**config.mk**
```make
export PLATFORM = sky130hd
export DESIGN_NAME = dma_frame_buffer_owner_tracker
export DESIGN_NICKNAME = d
export VERILOG_FILES = /design/src/sv/dfbot_pkg.sv /design/src/sv/dfbot_ctrl.sv /design/src/sv/dfbot_dp.sv /design/src/sv/dma_frame_buffer_owner_tracker.sv
export SDC_FILE = /design/constraint.sdc
export NUM_CORES = 1
export LEC_CHECK = 0
export BUFFER_PORTS_ARGS = -buffer_cell sky130_fd_sc_hd__buf_4
export CORE_MARGIN = 2
export CORE_UTILIZATION = 55
export DETAILED_ROUTE_END_ITERATION = 10
export PLACE_DENSITY = 0.8
export SYNTH_ARGS = -nofsm -noshare
export SYNTH_HDL_FRONTEND = slang
export SYNTH_HIERARCHICAL = 1
export SYNTH_SLANG_ARGS = --single-unit
```
**constraint.sdc**
```tcl
create_clock -name clk -period 14.6 [get_ports clk]
set_input_delay 0.73 -clock clk [delete_from_list [all_inputs] [get_ports clk]]
set_output_delay 0.73 -clock clk [all_outputs]
set_load 0.05 [all_outputs]
```
**src/sv/dfbot_pkg.sv**
```systemverilog
// Shared types and constants of the frame buffer owner tracker.
package dfbot_pkg;

  // Fixed field widths
  localparam int unsigned ADDR_W   = 32;
  localparam int unsigned FBYTES_W = 21;
  localparam int unsigned CNT32_W  = 32;
  // Buffer end address keeps one carry bit
  localparam int unsigned END_W    = ADDR_W + 1;
  // Remainder unit folds the upper half, then the lower half of each address
  localparam int unsigned MOD_STEPS = 2;
  localparam int unsigned STEP_W    = $clog2(MOD_STEPS);

  localparam logic [FBYTES_W-1:0] FRAME_BYTES_RESET = FBYTES_W'(320 * 240 * 2);

  // Configuration register indexes
  localparam logic REG_POOL_BASE_ADDR = 1'b0;
  localparam logic REG_FRAME_BYTES    = 1'b1;

  typedef enum logic [2:0] {
    OP_PREP_RX    = 3'd0,
    OP_RX_DONE    = 3'd1,
    OP_QUEUE      = 3'd2,
    OP_LCD_SUBMIT = 3'd3,
    OP_FLUSH_DONE = 3'd4
  } op_t;

  typedef enum logic [2:0] {
    OWN_FREE    = 3'd0,
    OWN_DMA_RX  = 3'd1,
    OWN_CPU     = 3'd2,
    OWN_QUEUED  = 3'd3,
    OWN_DISPLAY = 3'd4
  } owner_t;

  typedef enum logic [1:0] {
    CACHE_NONE       = 2'd0,
    CACHE_INVALIDATE = 2'd1,
    CACHE_CLEAN      = 2'd2
  } cache_act_t;

  typedef enum logic [1:0] {
    DMA_NONE   = 2'd0,
    DMA_CAM_RX = 2'd1,
    DMA_LCD_TX = 2'd2
  } dma_act_t;

  typedef enum logic [1:0] {
    ST_IDLE,
    ST_ADDR,
    ST_MOD,
    ST_DONE
  } state_t;

  // Controller to datapath commands
  typedef struct packed {
    logic capture;
    logic addr_load;
    logic mod_step;
    logic commit;
  } dp_cmd_t;

  // Datapath to controller status
  typedef struct packed {
    logic mod_last;
    logic out_free;
  } dp_stat_t;

  // One result word
  typedef struct packed {
    logic               ok;
    owner_t             owner_after;
    logic [CNT32_W-1:0] frame_seq;
    logic [CNT32_W-1:0] frame_generation;
    cache_act_t         cache_action;
    logic [ADDR_W-1:0]  cache_addr;
    logic [ADDR_W-1:0]  cache_len;
    dma_act_t           dma_action;
    logic [ADDR_W-1:0]  dma_addr;
    logic               queue_push;
    logic [CNT32_W-1:0] stale_total;
    logic [CNT32_W-1:0] reuse_total;
  } result_t;

endpackage

```
**src/sv/dfbot_ctrl.sv**
```systemverilog
// Sequencing state machine of the frame buffer owner tracker.
module dfbot_ctrl
  import dfbot_pkg::*;
(
  input  logic     clk,
  input  logic     rst_n,
  input  logic     in_valid,
  output logic     in_ready,
  input  dp_stat_t stat,
  output dp_cmd_t  cmd
);

  state_t state_r;
  state_t state_nxt;

  // Advance state
  always_ff @(posedge clk) begin
    if (!rst_n) begin
      state_r <= ST_IDLE;
    end else begin
      state_r <= state_nxt;
    end
  end

  // Next state
  always_comb begin
    state_nxt = state_r;
    unique case (state_r)
      ST_IDLE: begin
        if (in_valid) state_nxt = ST_ADDR;
      end
      ST_ADDR: begin
        state_nxt = ST_MOD;
      end
      ST_MOD: begin
        if (stat.mod_last) state_nxt = ST_DONE;
      end
      ST_DONE: begin
        if (stat.out_free) state_nxt = ST_IDLE;
      end
      default: state_nxt = ST_IDLE;
    endcase
  end

  // Drive commands
  always_comb begin
    cmd      = '0;
    in_ready = 1'b0;
    unique case (state_r)
      ST_IDLE: begin
        in_ready    = 1'b1;
        cmd.capture = in_valid;
      end
      ST_ADDR: begin
        cmd.addr_load = 1'b1;
      end
      ST_MOD: begin
        cmd.mod_step = 1'b1;
      end
      ST_DONE: begin
        cmd.commit = stat.out_free;
      end
      default: begin
        cmd = '0;
      end
    endcase
  end

endmodule

```
**src/sv/dfbot_dp.sv**
```systemverilog
// Datapath: owner tables, buffer address, line alignment and result register.
module dfbot_dp
  import dfbot_pkg::*;
#(
  parameter int unsigned POOL_COUNT = 3,
  parameter int unsigned LINE_BYTES = 32
) (
  input  logic                clk,
  input  logic                rst_n,
  input  logic                cfg_we,
  input  logic                cfg_index,
  input  logic [ADDR_W-1:0]   cfg_data,
  input  logic [2:0]          in_op,
  input  logic [7:0]          in_buf_index,
  input  dp_cmd_t             cmd,
  output dp_stat_t            stat,
  input  logic                out_ready,
  output logic                out_valid,
  output result_t             res
);

  localparam int unsigned IDX_W = (POOL_COUNT > 1) ? $clog2(POOL_COUNT) : 1;
  localparam int unsigned REM_W = $clog2(LINE_BYTES);
  localparam int unsigned PROD_W = IDX_W + FBYTES_W;
  // Remainder folding: low half width, folded operand width, reciprocal
  localparam int unsigned LO_W     = 16;
  localparam int unsigned Y_W      = REM_W + LO_W;
  localparam int unsigned RECIP_SH = Y_W + REM_W;
  localparam logic [Y_W:0] RECIP =
    (Y_W+1)'(((64'd1 << RECIP_SH) + 64'(LINE_BYTES) - 64'd1) / 64'(LINE_BYTES));

  // Remainder by the line size through a reciprocal multiply
  function automatic logic [REM_W-1:0] line_rem(input logic [Y_W-1:0] y);
    logic [2*Y_W:0] prod_q;
    logic [Y_W-1:0] quo;
    logic [Y_W-1:0] back;
    prod_q = (2*Y_W+1)'(y) * (2*Y_W+1)'(RECIP);
    quo    = Y_W'(prod_q >> RECIP_SH);
    back   = y - quo * Y_W'(LINE_BYTES);
    return REM_W'(back);
  endfunction

  // Configuration registers
  logic [ADDR_W-1:0]   base_r;
  logic [FBYTES_W-1:0] fbytes_r;

  always_ff @(posedge clk) begin
    if (!rst_n) begin
      base_r   <= '0;
      fbytes_r <= FRAME_BYTES_RESET;
    end else if (cfg_we) begin
      unique case (cfg_index)
        REG_POOL_BASE_ADDR: base_r   <= cfg_data;
        REG_FRAME_BYTES:    fbytes_r <= cfg_data[FBYTES_W-1:0];
        default:            base_r   <= base_r;
      endcase
    end
  end

  // Capture the event word
  logic [2:0] op_r;
  logic [7:0] idx_r;

  always_ff @(posedge clk) begin
    if (cmd.capture) begin
      op_r  <= in_op;
      idx_r <= in_buf_index;
    end
  end

  logic             idx_ok;
  logic [IDX_W-1:0] ti;
  assign idx_ok = (idx_r < 8'(POOL_COUNT));
  assign ti     = idx_r[IDX_W-1:0];

  // Buffer start: base plus index times frame size
  logic [PROD_W-1:0] prod;
  logic [ADDR_W-1:0] addr_c;
  logic [END_W-1:0]  end_c;
  assign prod   = PROD_W'(ti) * PROD_W'(fbytes_r);
  assign addr_c = base_r + ADDR_W'(prod);
  assign end_c  = {1'b0, addr_c} + END_W'(fbytes_r);

  // Remainder pass: upper half of start and end first, then the lower half
  logic [ADDR_W-1:0] addr_r;
  logic [END_W-1:0]  end_r;
  logic [REM_W-1:0]  rs_r;
  logic [REM_W-1:0]  re_r;
  logic [STEP_W-1:0] step_r;
  logic [END_W-1:0]  start_ext;
  logic [Y_W-1:0]    ys;
  logic [Y_W-1:0]    ye;
  logic [REM_W-1:0]  rs_nxt;
  logic [REM_W-1:0]  re_nxt;

  assign start_ext = {1'b0, addr_r};

  always_comb begin
    if (step_r == '0) begin
      ys = Y_W'(start_ext[END_W-1:LO_W]);
      ye = Y_W'(end_r[END_W-1:LO_W]);
    end else begin
      ys = {rs_r, start_ext[LO_W-1:0]};
      ye = {re_r, end_r[LO_W-1:0]};
    end
  end

  assign rs_nxt = line_rem(ys);
  assign re_nxt = line_rem(ye);

  always_ff @(posedge clk) begin
    if (cmd.addr_load) begin
      addr_r <= addr_c;
      end_r  <= end_c;
      rs_r   <= '0;
      re_r   <= '0;
      step_r <= '0;
    end else if (cmd.mod_step) begin
      rs_r   <= rs_nxt;
      re_r   <= re_nxt;
      step_r <= step_r + 1'b1;
    end
  end

  assign stat.mod_last = (step_r == STEP_W'(MOD_STEPS - 1));

  // Line-aligned range
  logic [ADDR_W-1:0] down;
  logic [ADDR_W-1:0] pad;
  logic [ADDR_W-1:0] len;
  assign down = addr_r - ADDR_W'(rs_r);
  assign pad  = (re_r == '0) ? '0 : ADDR_W'(LINE_BYTES) - ADDR_W'(re_r);
  assign len  = end_r[ADDR_W-1:0] + pad - down;

  // Owner, sequence and generation tables
  owner_t             own_tbl_r [POOL_COUNT];
  logic [CNT32_W-1:0] seq_tbl_r [POOL_COUNT];
  logic [CNT32_W-1:0] gen_tbl_r [POOL_COUNT];
  logic [CNT32_W-1:0] stale_r;
  logic [CNT32_W-1:0] reuse_r;

  owner_t             own;
  owner_t             own_nxt;
  logic [CNT32_W-1:0] seq_nxt;
  logic [CNT32_W-1:0] gen_nxt;
  logic [CNT32_W-1:0] stale_nxt;
  logic [CNT32_W-1:0] reuse_nxt;
  result_t            res_nxt;

  assign own = idx_ok ? own_tbl_r[ti] : OWN_FREE;

  // Check owner and build the result
  always_comb begin
    own_nxt   = own;
    seq_nxt   = idx_ok ? seq_tbl_r[ti] : '0;
    gen_nxt   = idx_ok ? gen_tbl_r[ti] : '0;
    stale_nxt = stale_r;
    reuse_nxt = reuse_r;
    res_nxt   = '0;
    if (idx_ok) begin
      case (op_r)
        OP_PREP_RX: begin
          if (own != OWN_FREE) begin
            reuse_nxt = reuse_r + 1'b1;
          end else begin
            own_nxt            = OWN_DMA_RX;
            res_nxt.ok         = 1'b1;
            res_nxt.dma_action = DMA_CAM_RX;
            res_nxt.dma_addr   = addr_r;
          end
        end
        OP_RX_DONE: begin
          seq_nxt              = seq_nxt + 1'b1;
          own_nxt              = OWN_CPU;
          res_nxt.ok           = 1'b1;
          res_nxt.cache_action = CACHE_INVALIDATE;
          res_nxt.cache_addr   = down;
          res_nxt.cache_len    = len;
        end
        OP_QUEUE: begin
          if (own != OWN_CPU) begin
            stale_nxt = stale_r + 1'b1;
          end else begin
            own_nxt            = OWN_QUEUED;
            res_nxt.ok         = 1'b1;
            res_nxt.queue_push = 1'b1;
          end
        end
        OP_LCD_SUBMIT: begin
          if (own != OWN_QUEUED) begin
            stale_nxt = stale_r + 1'b1;
          end else begin
            own_nxt              = OWN_DISPLAY;
            res_nxt.ok           = 1'b1;
            res_nxt.cache_action = CACHE_CLEAN;
            res_nxt.cache_addr   = down;
            res_nxt.cache_len    = len;
            res_nxt.dma_action   = DMA_LCD_TX;
            res_nxt.dma_addr     = addr_r;
          end
        end
        OP_FLUSH_DONE: begin
          gen_nxt    = gen_nxt + 1'b1;
          own_nxt    = OWN_FREE;
          res_nxt.ok = 1'b1;
        end
        default: begin
          own_nxt = own;
        end
      endcase
    end
    res_nxt.owner_after      = own_nxt;
    res_nxt.frame_seq        = seq_nxt;
    res_nxt.frame_generation = gen_nxt;
    res_nxt.stale_total      = stale_nxt;
    res_nxt.reuse_total      = reuse_nxt;
  end

  // Write back state on commit
  always_ff @(posedge clk) begin
    if (!rst_n) begin
      for (int i = 0; i < POOL_COUNT; i++) begin
        own_tbl_r[i] <= OWN_FREE;
        seq_tbl_r[i] <= '0;
        gen_tbl_r[i] <= CNT32_W'(1);
      end
      stale_r <= '0;
      reuse_r <= '0;
    end else if (cmd.commit) begin
      if (idx_ok) begin
        own_tbl_r[ti] <= own_nxt;
        seq_tbl_r[ti] <= seq_nxt;
        gen_tbl_r[ti] <= gen_nxt;
      end
      stale_r <= stale_nxt;
      reuse_r <= reuse_nxt;
    end
  end

  // Output register: load on commit, drop when taken
  logic    out_valid_r;
  result_t res_r;

  always_ff @(posedge clk) begin
    if (!rst_n) begin
      out_valid_r <= 1'b0;
    end else if (cmd.commit) begin
      out_valid_r <= 1'b1;
    end else if (out_ready) begin
      out_valid_r <= 1'b0;
    end
  end

  always_ff @(posedge clk) begin
    if (cmd.commit) begin
      res_r <= res_nxt;
    end
  end

  assign stat.out_free = !out_valid_r || out_ready;
  assign out_valid     = out_valid_r;
  assign res           = res_r;

endmodule

```
**src/sv/dma_frame_buffer_owner_tracker.sv**
```systemverilog
// Top level of the DMA frame buffer owner tracker.
//
// Tracks which party owns each buffer of a pool of POOL_COUNT frame buffers
// (free, camera receive, CPU, queued, display). An event word on the in_
// channel names an operation and a buffer index; each event yields exactly
// one result word on the out_ channel with the owner check outcome, the new
// owner, sequence and generation counts, the line-aligned cache range to
// invalidate or clean, any DMA start and any queue push request.
// Buffer i sits at pool_base_addr + i * frame_bytes; cache ranges are
// aligned to LINE_BYTES.
// Sequence: the event word is captured, the buffer address is computed and
// registered, then the line alignment folds the upper and then the lower
// half of each address through a reciprocal-multiply remainder unit, and
// finally the tables commit and the result word is registered.
// A new word is taken only once the last one has committed; in_ready is
// high only while no word is in flight. A result waiting in the output
// register does not block the next event; only its commit waits until
// out_ready frees the register.
// Reset (rst_n low, synchronous) frees all buffers, clears sequence counts
// and refusal counters, sets generations to one and restores the
// configuration registers. Write cfg_ only while no word is in flight.
module dma_frame_buffer_owner_tracker
  import dfbot_pkg::*;
#(
  parameter int unsigned POOL_COUNT = 3,
  parameter int unsigned LINE_BYTES = 32
) (
  input  logic        clk,
  input  logic        rst_n,
  input  logic        cfg_we,
  input  logic        cfg_index,
  input  logic [31:0] cfg_data,
  input  logic        in_valid,
  output logic        in_ready,
  input  logic [2:0]  in_op,
  input  logic [7:0]  in_buf_index,
  output logic        out_valid,
  input  logic        out_ready,
  output logic        out_ok,
  output logic [2:0]  out_owner_after,
  output logic [31:0] out_frame_seq,
  output logic [31:0] out_frame_generation,
  output logic [1:0]  out_cache_action,
  output logic [31:0] out_cache_addr,
  output logic [31:0] out_cache_len,
  output logic [1:0]  out_dma_action,
  output logic [31:0] out_dma_addr,
  output logic        out_queue_push,
  output logic [31:0] out_stale_total,
  output logic [31:0] out_reuse_total
);

  dp_cmd_t  cmd;
  dp_stat_t stat;
  result_t  res;

  // Sequencer
  dfbot_ctrl u_ctrl (
    .clk      (clk),
    .rst_n    (rst_n),
    .in_valid (in_valid),
    .in_ready (in_ready),
    .stat     (stat),
    .cmd      (cmd)
  );

  // Tables, address math and result register
  dfbot_dp #(
    .POOL_COUNT (POOL_COUNT),
    .LINE_BYTES (LINE_BYTES)
  ) u_dp (
    .clk          (clk),
    .rst_n        (rst_n),
    .cfg_we       (cfg_we),
    .cfg_index    (cfg_index),
    .cfg_data     (cfg_data),
    .in_op        (in_op),
    .in_buf_index (in_buf_index),
    .cmd          (cmd),
    .stat         (stat),
    .out_ready    (out_ready),
    .out_valid    (out_valid),
    .res          (res)
  );

  // Unpack the result word
  assign out_ok               = res.ok;
  assign out_owner_after      = res.owner_after;
  assign out_frame_seq        = res.frame_seq;
  assign out_frame_generation = res.frame_generation;
  assign out_cache_action     = res.cache_action;
  assign out_cache_addr       = res.cache_addr;
  assign out_cache_len        = res.cache_len;
  assign out_dma_action       = res.dma_action;
  assign out_dma_addr         = res.dma_addr;
  assign out_queue_push       = res.queue_push;
  assign out_stale_total      = res.stale_total;
  assign out_reuse_total      = res.reuse_total;

endmodule
```
==> run metrics, run 1 <==
H-Tree Depth=3; compound-gate portion of the synthesized area=6.54%; Post-CTS Hold Fix Bufs=0; largest net degree at the start of global routing=113; Clk Tree Root Cell=clkbuf_16; Post-synth ARST share=0%; WS Path Type=reg -> reg; Register Area=19900 sq um; Post-CTS Setup Repair Bufs=0; die height=256 microns; Synth Area in XOR/XNOR=7.10%; Crit. End Element=register; vias per std cell=5.51; Die W=256 microns; Clock Sinks=708; WP data arrival=6.53 ns; total track usage=23.7%; Critical Path, Cell by Cell=nand2_1, fa_1, inv_1, ha_1, a211oi_1, o21ai_0, a31oi_1, o21bai_1, a21o_1, a21o_1, a21o_1, a31oi_1, xnor2_1, ha_1, a21o_1, a21o_1, a21oi_1, o21ai_0, a21oi_1, o21ai_0, and3_1, nand4_1, xnor2_1; CP startpoint kind=register; most frequent CP cell=a21o_1; Multi-input gate area=14100 sq um; Starting Density=55.6%; crit path max fanout=27; Worst Skew=0.0253 ns; # rows=92; Nets=3481; vias in the first global route=22900; kind of cell adding the most delay to the critical path=compound AO/OA/AOI/OAI gates; post-layout min period=6.17 ns; Setup violations, final=0; mapped cell area=35000 sq um; CP max-delay cell=edfxtp_1; CTS tree=yes; WHS=0.280 ns; total congestion overflow=0; most common cell after layout, fill and taps aside=edfxtp_1; register clock-pin slew on the reported worst setup and hold paths=0.06 ns; Req. time, crit path=14.97 ns; Hold Fails Final Rpt=0; Core Box Area=63000 sq um; RSZ-0062 raised after global routing=false; largest family of logic cells by synthesized area=simple AND/OR/NAND/NOR gates; starting DRC count in detailed routing=1716; Yosys Warn Count=6; Slew headroom=24.4%; Post-Synth Adder-Cell Area=5.48%; mux contribution to synthesized area=5.10%; Resized cells post-CTS=0; DP HPWL=52600 microns; worst path bufs/invs=1; Post-Route WL=78400 microns; Slew @ Worst Pin=1.13 ns; Synth Flop Type=edfxtp_1; simple-gate area share of the yosys netlist=15.3%; post-synthesis instance total=2972; DR vias=23200; fillers=4652; GPL Wtd Cong=0.922; initial antenna violation count=2; fin crit share=42.2%; VDD IR max=112 uV; Hold WC Path Type=in -> reg; Setup TNS=0 ns; Num CTS Buffers=74; Clock Latency Late Sink=0.63 ns; max-cap viol count=0; Top-Level Pins=284; register area share after synthesis=56.9%; number of flops mapped to enable cells by yosys=575; commonest cells after routing, fill and taps aside=575 x edfxtp_1, 381 x nor2_1, 319 x nand2_1, 305 x buf_4, 166 x xnor2_1; Layout area overhead=15.5%; Final ANT Viol Nets=0; Post-Route Utilization=64.2%; Max stage delay on crit path=0.92 ns; drt first pass iters=6; first-pass GRT wire length=123000 microns; clk buf depth=3; Wirelength per Cell=18.7 microns; Residual DRC=0; status=finished, final reports clean; syn avg cell area=11.8 sq um; Pwr Density=158 nW/um^2; Pins Over Slew Limit=0; die area=65700 sq um; leak pwr=15.9 nW; Max Freq=162 MHz; I/O Buffers=283; share of cells above drive strength 1=15.3%; Cell variety after synth=93; Yosys reg bits=708
==> worst paths after layout <==
path              startpoint        endpoint  slack, ns  depth (start not counted)
max            u_dp/idx_r[0]  u_dp/end_r[31]       8.43                         23
min          in_buf_index[7]   u_dp/idx_r[7]       0.28                          1
max reg2reg    u_dp/idx_r[0]  u_dp/end_r[31]       8.43                         23
min reg2reg   u_dp/base_r[3]  u_dp/base_r[3]       0.47                          2
==> per-layer routing <==
layer | share of wire, % | track usage, % | up-vias
met3 | 7.3 | 3.88 | 129
met2 | 48 | 39.5 | 847
li1 | - | - | 11100
met4 | 2.8 | 8.61 | 2
met1 | 42 | 31.4 | 11100
met5 | 0.017 | 0 | -
==> logic make-up (layout without fill, tap and decap cells) <==
group,Yosys count,in the layout
AO/OA/AOI/OAI,344,344
XOR/XNOR,282,282
adder cells (fa/ha/maj),136,136
buffers and inverters,283,603
flip-flops,708,708
multiplexers,88,88
other,1,68
AND/OR/NAND/NOR,1130,1130
==> area by class of cell <==
cell class	count	area share, %
Clock inverter	39	1.06
Tap cell	846	2.62
Antenna cell	1	0.00619
Clock buffer	99	4.92
Multi-Input combinational cell	2047	34.9
Sequential cell	708	49.3
Timing Repair Buffer	305	5.66
Inverter	160	1.49
==> through the flow <==
stage	cells	total power, mW	cell area [sq um]	setup slack, ns
2_1_floorplan	3038	4.12	35200	7.56
3_3_place_gp	4066	4.50	38000	8.74
3_5_place_dp	4066	4.54	38000	8.53
4_1_cts	4204	6.43	40400	8.48
5_1_grt	4205	6.74	40400	7.99
6_report	4205	6.41	40400	8.43
==> cell usage after synthesis (8+ instances only) <==
master,n,area (sq um)
nand2b_1,23,144
nand4_1,36,225
o211ai_1,9,67.6
nor3_1,32,160
xor2_1,115,1010
nor4_1,11,68.8
a211oi_1,23,173
clkbuf_1,78,293
dfxtp_1,133,2660
nor2b_1,15,93.8
xnor2_1,166,1450
edfxtp_1,575,17300
mux2i_1,15,150
o21ai_0,69,345
buf_2,11,55.1
a21oi_1,76,380
nand3_1,81,405
mux4_2,51,1150
o21a_1,8,60.1
a21boi_0,68,510
buf_1,11,41.3
and3_1,39,244
buf_6,13,146
inv_1,160,601
ha_1,107,1340
nand2_1,323,1210
and2_1,103,644
a21o_1,35,263
fa_1,29,581
or3_1,33,206
nor2_1,382,1430
mux4_1,16,420
==> flip-flops by register name, summed over array words and instances (netlist names), named ones only <==
| register | count |
|---|---|
| u_ctrl/state_r | 2 |
| u_dp/addr_r | 32 |
| u_dp/base_r | 32 |
| u_dp/end_r | 32 |
| u_dp/fbytes_r | 21 |
| u_dp/gen_tbl_r | 128 |
| u_dp/idx_r | 8 |
| u_dp/op_r | 3 |
| u_dp/out_valid | 1 |
| u_dp/own_tbl_r | 12 |
| u_dp/re_r | 5 |
| u_dp/res | 232 |
| u_dp/reuse_r | 32 |
| u_dp/rs_r | 5 |
| u_dp/seq_tbl_r | 128 |
| u_dp/stale_r | 32 |
| u_dp/step_r | 1 |
==> power by group <==
part / total [mW] / leakage (nW) / internal [mW] / switching (mW)
clock network: 1.86 / 1.17 / 1.08 / 0.784
logic: 1.99 / 7.93 / 0.780 / 1.21
registers: 2.55 / 6.76 / 2.40 / 0.152
==> worst reg2reg max path, cell delays in order (launching register included) <==
cell      delay (ns)
edfxtp_1        0.92
nand2_1         0.18
fa_1            0.53
inv_1           0.06
ha_1            0.29
a211oi_1        0.33
o21ai_0         0.16
a31oi_1         0.45
o21bai_1        0.12
a21o_1          0.22
a21o_1          0.18
a21o_1          0.22
a31oi_1         0.21
xnor2_1         0.18
ha_1            0.35
a21o_1          0.19
a21o_1          0.17
a21oi_1         0.13
o21ai_0         0.10
a21oi_1         0.25
o21ai_0         0.19
and3_1          0.28
nand4_1         0.13
xnor2_1         0.08
Power figures use the tool's default switching activity.
==> run 2: changes to the inputs <==
Settings changed: PLACE_DENSITY 0.8 to 0.83.
Clock period 14.6 ns to 5 ns, I/O delays scaled along.
==> run 2 against run 1 <==
First-iteration DRC count is 28% higher. Total power grew to 3.0 times the previous value. Clock-buffer cell count is 7 lower. Register-to-register slack worse by 8.3 ns. Critical path depth stayed put. Core utilization is 1.9 points higher. Highest routed layer is now met4. Maximum frequency is 26% higher. Routed wire length is 4.5% higher. Final cell count is 2.4% higher. Non-clock buffer count is 101 higher. Via count is 3.9% higher. Global-route usage is 0.88 points higher.
==> run metrics, run 2 (synthesized netlist as in run 1, its figures left out) <==
status=finished, final reports clean; WS Path Type=reg -> reg; CP startpoint kind=register; Slew headroom=27.7%; Critical Path, Cell by Cell=nand2_2, fa_1, inv_2, ha_4, buf_4, a211oi_2, o21ai_2, a31oi_2, o21bai_1, a21o_1, a21o_1, a21o_1, a31oi_1, xnor2_1, ha_1, buf_4, nand3_2, o21ai_1, o21ai_2, o21ai_2, nand3_2, nor4b_4, xor2_1; Core Box Area=63000 sq um; Num CTS Buffers=75; Max Freq=205 MHz; Die W=256 microns; fillers=4342; drt first pass iters=5; CTS tree=yes; Power, Total=19.3 mW; DR vias=24100; clk buf depth=3; GPL Wtd Cong=0.929; Clock Sinks=708; max-cap viol count=0; I/O Buffers=283; fin crit share=97.7%; Max stage delay on crit path=0.51 ns; # rows=92; Residual DRC=0; Hold Fails Final Rpt=0; DP HPWL=53900 microns; Pwr Density=464 nW/um^2; die height=256 microns; post-layout min period=4.89 ns; most common cell after layout, fill and taps aside=edfxtp_1; VDD IR max=353 uV; first-pass GRT wire length=128000 microns; Nets=3583; Worst Skew=0.0448 ns; Clock Latency Late Sink=0.64 ns; design area=41600 sq um; leak pwr=16.4 nW; Final ANT Viol Nets=0; vias per std cell=5.59; total track usage=24.6%; starting DRC count in detailed routing=2204; kind of cell adding the most delay to the critical path=compound AO/OA/AOI/OAI gates; vias in the first global route=23900; total congestion overflow=0; largest net degree at the start of global routing=150; initial antenna violation count=0; WP data arrival=5.24 ns; Wirelength per Cell=19.0 microns; worst path bufs/invs=3; Register Area=19900 sq um; Crit. End Element=register; Top-Level Pins=284; placed cell area=38400 sq um; Setup violations, final=0; Clk Tree Root Cell=clkbuf_16; crit path max fanout=5; Post-Route WL=82000 microns; CP max-delay cell=fa_1; Multi-input gate area=14300 sq um; number of flip-flops under the largest register name=232; H-Tree Depth=3; register clock-pin slew on the reported worst setup and hold paths=0.06 ns; Slew @ Worst Pin=1.08 ns; commonest cells after routing, fill and taps aside=575 x edfxtp_1, 381 x nor2_1, 357 x buf_4, 317 x nand2_1, 164 x xnor2_1; Starting Density=55.6%; Layout area overhead=19.0%; Hold WC Path Type=in -> reg; Req. time, crit path=5.35 ns; share of cells above drive strength 1=18.2%; die area=65700 sq um; Pins Over Slew Limit=0
## run 2: power by group
| part | leakage (nW) | internal [mW] | switching, mW |
|---|---|---|---|
| sequential | 6.76 | 7.01 | 0.427 |
| clock | 1.21 | 3.21 | 2.39 |
| combinational | 8.44 | 2.54 | 3.76 |
## run 2: metal layers
layer,up-vias,track usage (%),wire [microns]
met5,-,0,0
met4,0,8.74,2320
met3,159,4.87,6900
met2,1072,41.0,39700
met1,11600,32.1,33100
li1,11300,-,-
## run 2: timing repair
item,in CTS,in global routing
hold buffers,43,0
endpoints found under the hold margin,66,0
setup buffers,2,9
setup endpoints to repair,9,24
gates resized for setup,7,54
pin swaps,1,27
## run 2: final cells by class
| class | count | share of cell area (%) |
|---|---|---|
| Clock buffer | 92 | 4.90 |
| Inverter | 160 | 1.44 |
| Timing Repair Buffer | 406 | 7.69 |
| Sequential cell | 708 | 47.9 |
| Tap cell | 846 | 2.54 |
| Clock inverter | 47 | 1.12 |
| Antenna cell | 1 | 0.00601 |
| Multi-Input combinational cell | 2047 | 34.4 |
## run 2: final timing paths
path | from | to | slack [ns] | cells after the start
max reg2reg | u_dp/idx_r[0] | u_dp/end_r[28] | 0.11 | 23
min reg2reg | u_dp/base_r[11] | u_dp/base_r[11] | 0.47 | 2
min | rst_n | u_dp/reuse_r[21] | 0.07 | 2
max | u_dp/idx_r[0] | u_dp/end_r[28] | 0.11 | 23
## run 2: per-stage QoR
step / setup TNS, ns / setup WS, ns / instances / util (%) / hold WS (ns)
after floorplan: 0 / 0.0308 / 3038 / - / 0.349
after global placement: 0 / 0.0811 / 4113 / 61.0 / 0.430
after detailed placement: -0.494 / -0.125 / 4113 / 61.0 / 0.429
after CTS: 0 / 0.00648 / 4297 / 65.7 / 0.0379
after global routing: -0.156 / -0.0591 / 4306 / 66.1 / 0.0573
final: 0 / 0.113 / 4307 / 66.1 / 0.0659
## run 2: worst reg2reg max path, delay by kind of cell, from the launching register on
kind | cells | cell delay, ns
fa+ha+maj | 3 | 1.02
buf+inv | 3 | 0.31
compound gates | 11 | 1.97
flops | 1 | 0.46
xor+xnor | 2 | 0.24
simple gates | 4 | 0.60
